--- src/rtl/stis_pkg.sv ---
package stis_pkg;

  // Item opcodes
  localparam logic OP_WRITE  = 1'b0;
  localparam logic OP_SEARCH = 1'b1;

  // Control handed from one search cell to the next
  typedef struct packed {
    logic valid;
    logic descend;
  } stis_ctl_t;

  // Search sequencer states
  typedef enum logic [2:0] {
    S_IDLE,
    S_DIR_A,
    S_DIR_B,
    S_DIR_C,
    S_RUN,
    S_FINISH
  } stis_state_t;

endpackage

--- src/rtl/stis_cell.sv ---
module stis_cell #(
  parameter int AW = 10,
  parameter int CW = 11,
  parameter int KW = 32
) (
  input  logic                     clk,
  input  logic                     rst_n,
  input  stis_pkg::stis_ctl_t      up_ctl,
  input  logic [CW-1:0]            up_lo,
  input  logic [CW-1:0]            up_hp,
  input  logic signed [KW-1:0]     key,
  input  logic signed [KW-1:0]     rd_data,
  output logic                     rd_en,
  output logic [AW-1:0]            rd_addr,
  output stis_pkg::stis_ctl_t      dn_ctl,
  output logic [CW-1:0]            dn_lo,
  output logic [CW-1:0]            dn_hp
);

  // hp holds hi+1, so the interval is live while lo < hp
  logic                live;
  logic [CW:0]         mid_sum;
  logic                busy_r;
  logic                live_r;
  logic                desc_r;
  logic [CW-1:0]       lo_r;
  logic [CW-1:0]       hp_r;
  logic [CW-1:0]       mid_r;
  logic                go_left;
  logic [CW-1:0]       lo_nxt;
  logic [CW-1:0]       hp_nxt;
  stis_pkg::stis_ctl_t dn_ctl_r;
  logic [CW-1:0]       dn_lo_r;
  logic [CW-1:0]       dn_hp_r;

  // Issue the probe read for the incoming interval
  assign live    = up_ctl.valid && (up_lo < up_hp);
  assign mid_sum = {1'b0, up_lo} + {1'b0, up_hp} - (CW + 1)'(1);
  assign rd_en   = live;
  assign rd_addr = mid_sum[AW:1];

  // Hold the interval while the probe read completes
  always_ff @(posedge clk) begin
    if (!rst_n) begin
      busy_r <= 1'b0;
      live_r <= 1'b0;
    end else begin
      busy_r <= up_ctl.valid;
      live_r <= live;
    end
  end

  always_ff @(posedge clk) begin
    desc_r <= up_ctl.descend;
    lo_r   <= up_lo;
    hp_r   <= up_hp;
    mid_r  <= mid_sum[CW:1];
  end

  // Narrow the interval from the probed entry
  always_comb begin
    go_left = desc_r ? (rd_data <= key) : (rd_data >= key);
    lo_nxt  = lo_r;
    hp_nxt  = hp_r;
    if (live_r) begin
      if (go_left) begin
        hp_nxt = mid_r;
      end else begin
        lo_nxt = mid_r + CW'(1);
      end
    end
  end

  // Hand the interval to the next cell
  always_ff @(posedge clk) begin
    if (!rst_n) begin
      dn_ctl_r <= '0;
    end else begin
      dn_ctl_r.valid   <= busy_r;
      dn_ctl_r.descend <= desc_r;
    end
  end

  always_ff @(posedge clk) begin
    dn_lo_r <= lo_nxt;
    dn_hp_r <= hp_nxt;
  end

  assign dn_ctl = dn_ctl_r;
  assign dn_lo  = dn_lo_r;
  assign dn_hp  = dn_hp_r;

endmodule

--- config.mk ---
export PLATFORM = sky130hd
export DESIGN_NAME = stis_cell
export DESIGN_NICKNAME = d
export VERILOG_FILES = /design/src/rtl/stis_pkg.sv /design/src/rtl/stis_cell.sv
export SDC_FILE = /design/constraint.sdc
export NUM_CORES = 1
export LEC_CHECK = 0
export BUFFER_PORTS_ARGS = -buffer_cell sky130_fd_sc_hd__buf_2
export CORE_MARGIN = 2
export CORE_UTILIZATION = 40
export CTS_CLUSTER_SIZE = 12
export DETAILED_ROUTE_END_ITERATION = 7
export GPL_ROUTABILITY_DRIVEN = 0
export PLACE_DENSITY = 0.65
export SKIP_LAST_GASP = 1
export SYNTH_ARGS = -nofsm -noshare
export SYNTH_HDL_FRONTEND = slang
export SYNTH_SLANG_ARGS = --single-unit
--- constraint.sdc ---
create_clock -name clk -period 3.8 [get_ports clk]
set_clock_uncertainty 0.05 [all_clocks]
set_input_delay 0.57 -clock clk [delete_from_list [all_inputs] [get_ports clk]]
set_output_delay 0.57 -clock clk [all_outputs]
set_load 0.005 [all_outputs]
==> impl_metrics.py, run 1 <==
metrics = {
    "synthesis": {
        "synth_flop_cell": "dfxtp_1",
        "async_reset_ff_frac": 0,
        "ys_seq_elements": 60,
        "ys_types": 44,
        "synth_edf_count": 0,
        "synth.avg_cell_area_um2": 9.32,
        "syn_area_um2": 3500,
        "yosys_warnings": 0,
        "syn-instance-count": 375,
        "ys_seq_area_frac": 0.344,
        "synth_nets": 529,
    },
    "finish": {
        "utilization": 0.509,
        "drive_gt1_frac": 0.331,
        "syn_to_final_growth_pct": 25.2,
        "diodes": 0,
        "fin_cells": 612,
        "nets": 653,
        "final_area_um2": 4380,
    },
    "timing": {
        "setup_viol": 0,
        "max_slew_margin": 0.725,
        "final_max_slew_viol_count": 0,
        "rsz0062_at_grt": "no",
        "fin_crit_sh": 0.933,
        "hold_viol_final": 0,
        "timing.setup.tns_ns": 0,
        "max_clock_freq_mhz": 282,
        "period_minus_slack_ns": 3.54,
        "tightest_slew_ns": 0.407,
    },
    "drt": {
        "num_vias": 2874,
        "drc": 0,
        "wirelength_um": 7860,
        "wl_per_cell_um": 12.8,
        "drt_iter0_markers": 52,
        "ant_nets": 0,
        "viasPerCell": 4.70,
        "drtPass1Iterations": 4,
    },
    "grt": {
        "overflow": 0,
        "grt_antenna_before_repair": 0,
        "grt_usage": 0.169,
        "grt_pass1_wl_um": 12900,
        "grt_pass1_vias": 2907,
        "grt_max_degree": 12,
    },
    "worst_setup_path": {
        "setup.worst_path.end_class": "primary output",
        "cp_max_fo": 3,
        "criticalPathCategory": "input pin to primary output",
        "rr_startpoint": "desc_r$_DFF_P_",
        "crit_arrival_ns": 2.92,
        "reg2regPathDepth": 5,
        "r2r-end": "dn_lo[6]$_DFF_P_",
        "rrSetupSlack_ns": 1.88,
        "start_kind": "input pin",
        "crit_required_ns": 3.18,
    },
    "placed_design": {
        "place_area_um2": 4170,
        "dp_hpwl_um": 6540,
        "placed_cells": 596,
        "port_buffers": 124,
    },
    "clock_network": {
        "h-tree-depth": 3,
        "clockRootBuffer": "clkbuf_8",
        "path_clk_slew_ns": 0.06,
        "insertion_delay_ns": 0.33,
        "cts_buffers": 9,
        "cts_tree": "built",
        "cts.path.max_buffers": 2,
        "post_cts_buffers": 0,
        "clock_sinks": 60,
    },
    "outcome": {
        "status": "finished clean",
    },
    "floorplanning": {
        "start_util": 0.407,
        "core-area_um2": 8590,
        "dieArea_um2": 9500,
        "ioPinCount": 125,
        "fp-row-count": 34,
        "die_h_um": 97.5,
        "die_w_um": 97.5,
    },
    "min_path": {
        "whs_endpoint": "desc_r$_DFF_P_",
        "hp-class": "input pin to register",
        "hold_depth": 1,
        "hold_start": "up_ctl[0]",
    },
    "job": {
        "maxCapViolations": 0,
    },
    "pwr": {
        "power_density_nw_per_um2": 409,
        "ir_drop_mv": 0.224,
        "p_leak_nw": 2.35,
        "total_power_mw": 1.79,
    },
}
[sequential cells by signal, summed over array words and instances, names as in the netlist]
name,flops
live_r,1
busy_r,1
dn_lo,11
dn_hp,11
lo_r,11
hp_r,11
dn_ctl,2
mid_r,11
desc_r,1
[kinds of logic (layout without fill, tap and decap cells)]
| family | Yosys count | in the layout | synth area share |
|---|---|---|---|
| AOI/OAI and AO/OA | 49 | 49 | 0.0880 |
| muxes | 22 | 22 | 0.0705 |
| DFF | 60 | 60 | 0.344 |
| adders and majority gates | 64 | 64 | 0.231 |
| and+or+nand+nor | 73 | 73 | 0.115 |
| xor gates and xnor gates | 16 | 16 | 0.0401 |
| buffers and inverters | 91 | 220 | 0.112 |
[worst max path at each step]
stage | startpoint | endpoint | slack (ns) | cells past startpoint
2_1_floorplan | up_lo[1] | rd_addr[8] | 0.65 | 13
3_3_place_gp | up_lo[1] | rd_addr[8] | 0.23 | 14
3_5_place_dp | up_lo[1] | rd_addr[8] | 0.20 | 14
4_1_cts | up_lo[1] | rd_addr[8] | 0.18 | 14
5_1_grt | up_lo[1] | rd_addr[8] | 0.006 | 14
6_report | up_lo[1] | rd_addr[8] | 0.26 | 14
[synth_stat cells, drive strengths merged (2+ instances only)]
| cell type | number | area (um2) |
|---|---|---|
| nor2 | 11 | 41.3 |
| a21boi | 3 | 26.3 |
| nor3 | 3 | 15.0 |
| xnor2 | 10 | 87.6 |
| mux2 | 21 | 236 |
| nand4 | 7 | 43.8 |
| or2 | 2 | 12.5 |
| buf | 12 | 93.8 |
| ha | 63 | 788 |
| nor4 | 4 | 25.0 |
| and3 | 2 | 12.5 |
| and2 | 3 | 18.8 |
| o21ai | 7 | 35.0 |
| a21o | 4 | 30.0 |
| inv | 78 | 293 |
| nand2 | 11 | 41.3 |
| nand3 | 15 | 75.1 |
| dfxtp | 60 | 1200 |
| a21oi | 23 | 115 |
| or3 | 3 | 18.8 |
| nor2b | 3 | 18.8 |
| or4b | 2 | 23.8 |
| o211ai | 3 | 22.5 |
| xor2 | 6 | 52.6 |
| nand2b | 3 | 18.8 |
[layout by cell type, fill, tap and decap left out, types with 6 or more instances in the layout]
cell type and n:
o21ai_0 7, xor2_1 6, nand3_1 15, xnor2_1 10
ha_1 63, nand2_1 11, a21oi_1 22, dfxtp_1 60
mux2_2 21, inv_1 78, clkbuf_8 11, nor2_1 11
buf_2 124, nand4_1 7
[per-stage QoR]
step	setup WS [ns]	hold WS [ns]
final	0.255	0.288
after global routing	0.00550	0.264
after CTS	0.181	0.273
after detailed placement	0.197	0.375
after global placement	0.233	0.365
after floorplan	0.647	0.362
[area by class of cell]
| cell class | count | area, um2 |
|---|---|---|
| Tap cell | 108 | 135 |
| Sequential cell | 60 | 1200 |
| Clock buffer | 13 | 159 |
| Fill cell | 839 | 4220 |
| Inverter | 78 | 293 |
| Multi-Input combinational cell | 224 | 1910 |
| Clock inverter | 3 | 45.0 |
| Timing Repair Buffer | 126 | 636 |
[worst max-delay path, cell delays in order]
cell,delay [ns]
buf_2,0.10
inv_1,0.04
ha_1,0.28
inv_1,0.08
ha_1,0.17
inv_1,0.06
fa_1,0.40
nor2b_1,0.12
o21ai_0,0.10
a21boi_0,0.25
o21ai_0,0.17
a21oi_2,0.22
xor2_1,0.22
buf_2,0.15
[layer usage]
metal,GRT usage,vias to the layer above,part of all wire,wire [um]
met4,0.0545,0,0.011,88
met2,0.310,75,0.51,4000
met1,0.193,1294,0.43,3390
met3,0.0403,8,0.049,384
li1,-,1497,-,-
met5,0,-,0,0
[power breakdown]
group | internal (mW) | switching [mW] | total, mW
clock | 0.339 | 0.240 | 0.579
combinational | 0.228 | 0.225 | 0.452
sequential | 0.706 | 0.0529 | 0.759
[repair_timing]
item / in CTS / in global routing
hold buffers: 0 / 0
setup endpoints to repair: 0 / 1
resized for setup: 0 / 1
Note: power is estimated with default switching activity, not from simulation.
==> run 2: changes to the inputs <==
--- a/config.mk
+++ b/config.mk
@@ -5,13 +5,14 @@
 export SDC_FILE = /design/constraint.sdc
 export NUM_CORES = 1
 export LEC_CHECK = 0
+export ABC_AREA = 1
 export BUFFER_PORTS_ARGS = -buffer_cell sky130_fd_sc_hd__buf_2
 export CORE_MARGIN = 2
 export CORE_UTILIZATION = 40
 export CTS_CLUSTER_SIZE = 12
 export DETAILED_ROUTE_END_ITERATION = 7
 export GPL_ROUTABILITY_DRIVEN = 0
-export PLACE_DENSITY = 0.65
+export PLACE_DENSITY = 0.64
 export SKIP_LAST_GASP = 1
 export SYNTH_ARGS = -nofsm -noshare
 export SYNTH_HDL_FRONTEND = slang
==> run 2 against run 1 <==
Against the previous run:
- global-route usage decreased by 0.17 points
- worst hold slack worse by 0.011 ns
- core utilization rose by 0.072 points
- maximum frequency rose by 13%
- largest power group unchanged
==> impl_metrics.py, run 2 <==
metrics = {
    "outcome": {
        "status": "finished clean",
    },
    "synthesis": {
        "ys_top_cells_by_count": "inv_1, nand2_1, ha_1",
        "syn-instance-count": 452,
        "yosys_warnings": 0,
        "ys_seq_elements": 60,
        "synth_edf_count": 0,
        "post-synth-top-area-cell": "dfxtp_1",
        "async_reset_ff_frac": 0,
        "synth_nets": 606,
        "synth.avg_cell_area_um2": 7.94,
        "synth_flop_cell": "dfxtp_1",
        "syn_area_um2": 3590,
        "yosysMostFrequentCell": "inv_1",
        "ys_types": 32,
        "ys_seq_area_frac": 0.335,
        "synth_top_area_share": 0.335,
        "ys_top_cells_by_area": "dfxtp_1, ha_1, inv_1",
    },
    "clock_network": {
        "cts.path.max_buffers": 2,
        "cts_buffers": 9,
        "holdBufCountCts": 0,
        "post_cts_buffers": 0,
        "insertion_delay_ns": 0.35,
        "h-tree-depth": 3,
        "path_clk_slew_ns": 0.07,
        "clock_sinks": 60,
        "cts_resized": 0,
        "clockRootBuffer": "clkbuf_8",
        "cts_tree": "built",
    },
    "pwr": {
        "power.switching_uw": 583,
        "p_leak_nw": 2.57,
        "clock_power_share": 0.344,
        "power_density_nw_per_um2": 421,
        "ir_drop_mv": 0.223,
        "swShare": 0.311,
        "power.share.sequential": 0.410,
        "p_int_mw": 1.29,
        "power_frac_comb": 0.246,
    },
    "floorplanning": {
        "core-area_um2": 8720,
        "fp-row-count": 34,
        "die_h_um": 98.7,
        "dieArea_um2": 9750,
        "ioPinCount": 125,
        "start_util": 0.412,
        "die_w_um": 98.7,
    },
    "drt": {
        "wirelength_um": 7880,
        "viasPerCell": 4.49,
        "wl_per_cell_um": 11.5,
        "ant_nets": 0,
        "drc": 0,
        "drt_iter0_markers": 95,
        "drtPass1Iterations": 4,
        "num_vias": 3078,
    },
    "worst_setup_path": {
        "cp_common_cell": "inv_1",
        "cp_max_fo": 3,
        "criticalPathCategory": "input pin to primary output",
        "cp_slowest_cell": "fa_1",
        "crit_required_ns": 3.18,
        "worstPathCellList": "buf_2, inv_1, ha_1, inv_1, ha_1, inv_1, fa_1, inv_1, a21oi_1, o21ai_0, xor2_1, buf_2",
        "start_kind": "input pin",
        "setup.worst_path.end_class": "primary output",
        "crit_arrival_ns": 2.52,
        "worst_path_largest_cell_delay_ns": 0.42,
    },
    "finish": {
        "final_area_um2": 4450,
        "final_cell_mix": "buf_2, inv_1, nand2_1, ha_1, dfxtp_1",
        "syn_to_final_growth_pct": 23.9,
        "diodes": 0,
        "nets": 726,
        "drive_gt1_frac": 0.263,
        "mostFrequentLayoutCell": "buf_2",
        "nFillCells": 861,
    },
    "timing": {
        "final_max_slew_viol_count": 0,
        "max_slew_margin": 0.645,
        "setup_viol": 0,
        "rsz0062_at_grt": "no",
        "max_clock_freq_mhz": 319,
        "period_minus_slack_ns": 3.14,
        "hold_viol_final": 0,
        "fin_crit_sh": 0.826,
        "tightest_slew_ns": 0.532,
        "timing.setup.tns_ns": 0,
    },
    "placed_design": {
        "port_buffers": 124,
        "dp_hpwl_um": 6700,
        "place_area_um2": 4230,
    },
    "min_path": {
        "hp-class": "input pin to register",
    },
    "grt": {
        "grt_max_degree": 21,
        "grt_usage": 0.168,
        "overflow": 0,
        "grt_pass1_wl_um": 13200,
        "grt_pass1_vias": 3036,
        "grt_antenna_before_repair": 0,
    },
    "job": {
        "maxCapViolations": 0,
    },
}
-- run 2: changes by cell type in the layout (fill, tap and decap cells not counted), sizes merged, moves of 4 or more --
cell	before	now
inv	78	100
o21ai	7	16
nor2	11	15
nand3	15	21
mux2	21	0
a21oi	23	28
xor2	6	13
clkbuf	13	9
nand2	11	91
xnor2	10	6
-- run 2: critical path, delay by kind of cell --
kind / cells / cell delay (ns)
compound gates: 2 / 0.29
xor+xnor: 1 / 0.21
buf+inv: 6 / 0.54
fa+ha+maj: 3 / 0.90
-- run 2: logic make-up (layout without fill, tap and decap cells) --
family / Yosys count / in the layout / share of synthesized area
AO/OA/AOI/OAI: 52 / 52 / 0.0812
buffers and inverters: 113 / 238 / 0.136
XOR/XNOR: 19 / 19 / 0.0464
flip-flops: 60 / 60 / 0.335
AND/OR/NAND/NOR: 144 / 144 / 0.177
adder cells (fa/ha/maj): 64 / 64 / 0.225
-- run 2: metal layers --
metal	vias up	part of all wire	GRT usage	wire, um
li1	1656	-	-	-
met1	1331	0.46	0.212	3650
met2	81	0.47	0.285	3710
met3	10	0.049	0.0340	389
met4	0	0.016	0.0569	124
met5	-	0	0	0
-- run 2: area by class of cell --
| type | count | area [um2] | share of cell area |
|---|---|---|---|
| multi-input combinational | 279 | 1900 | 0.427 |
| sequential | 60 | 1200 | 0.270 |
| timing repair buffer | 124 | 621 | 0.140 |
| inverter | 98 | 368 | 0.0827 |
| tap | 108 | 135 | 0.0304 |
| clock buffer | 9 | 124 | 0.0278 |
| clock inverter | 7 | 98.8 | 0.0222 |
-- run 2: power by group through the flow --
stage | clock, mW | combinational (mW) | sequential [mW]
2_1_floorplan | 0 | 0.339 | 0.766
3_3_place_gp | 0 | 0.455 | 0.780
3_5_place_dp | 0 | 0.463 | 0.781
4_1_cts | 0.655 | 0.467 | 0.767
5_1_grt | 0.682 | 0.532 | 0.776
6_report | 0.644 | 0.462 | 0.768
-- run 2: worst paths after layout --
check,start,endpoint,slack [ns],depth (start not counted)
hold reg to reg,busy_r$_SDFF_PN0_,dn_ctl[1]$_SDFF_PN0_,0.36,2
setup reg to reg,mid_r[0]$_DFF_P_,dn_lo[10]$_DFF_P_,1.98,9
hold / removal,up_ctl[0],desc_r$_DFF_P_,0.28,1
setup / recovery,up_lo[1],rd_addr[8],0.66,12
-- run 2: per-stage QoR --
| step | power (mW) | worst slack (ns) | utilization | hold WS (ns) | std cells |
|---|---|---|---|---|---|
| finish | 1.87 | 0.663 | 0.510 | 0.277 | 685 |
| floorplan | 1.11 | 0.965 | - | 0.340 | 452 |
| detailed placement | 1.24 | 0.669 | 0.485 | 0.353 | 669 |
| global placement | 1.24 | 0.740 | 0.485 | 0.344 | 669 |
| global route | 1.99 | 0.542 | 0.510 | 0.270 | 685 |
| CTS | 1.89 | 0.659 | 0.510 | 0.268 | 685 |
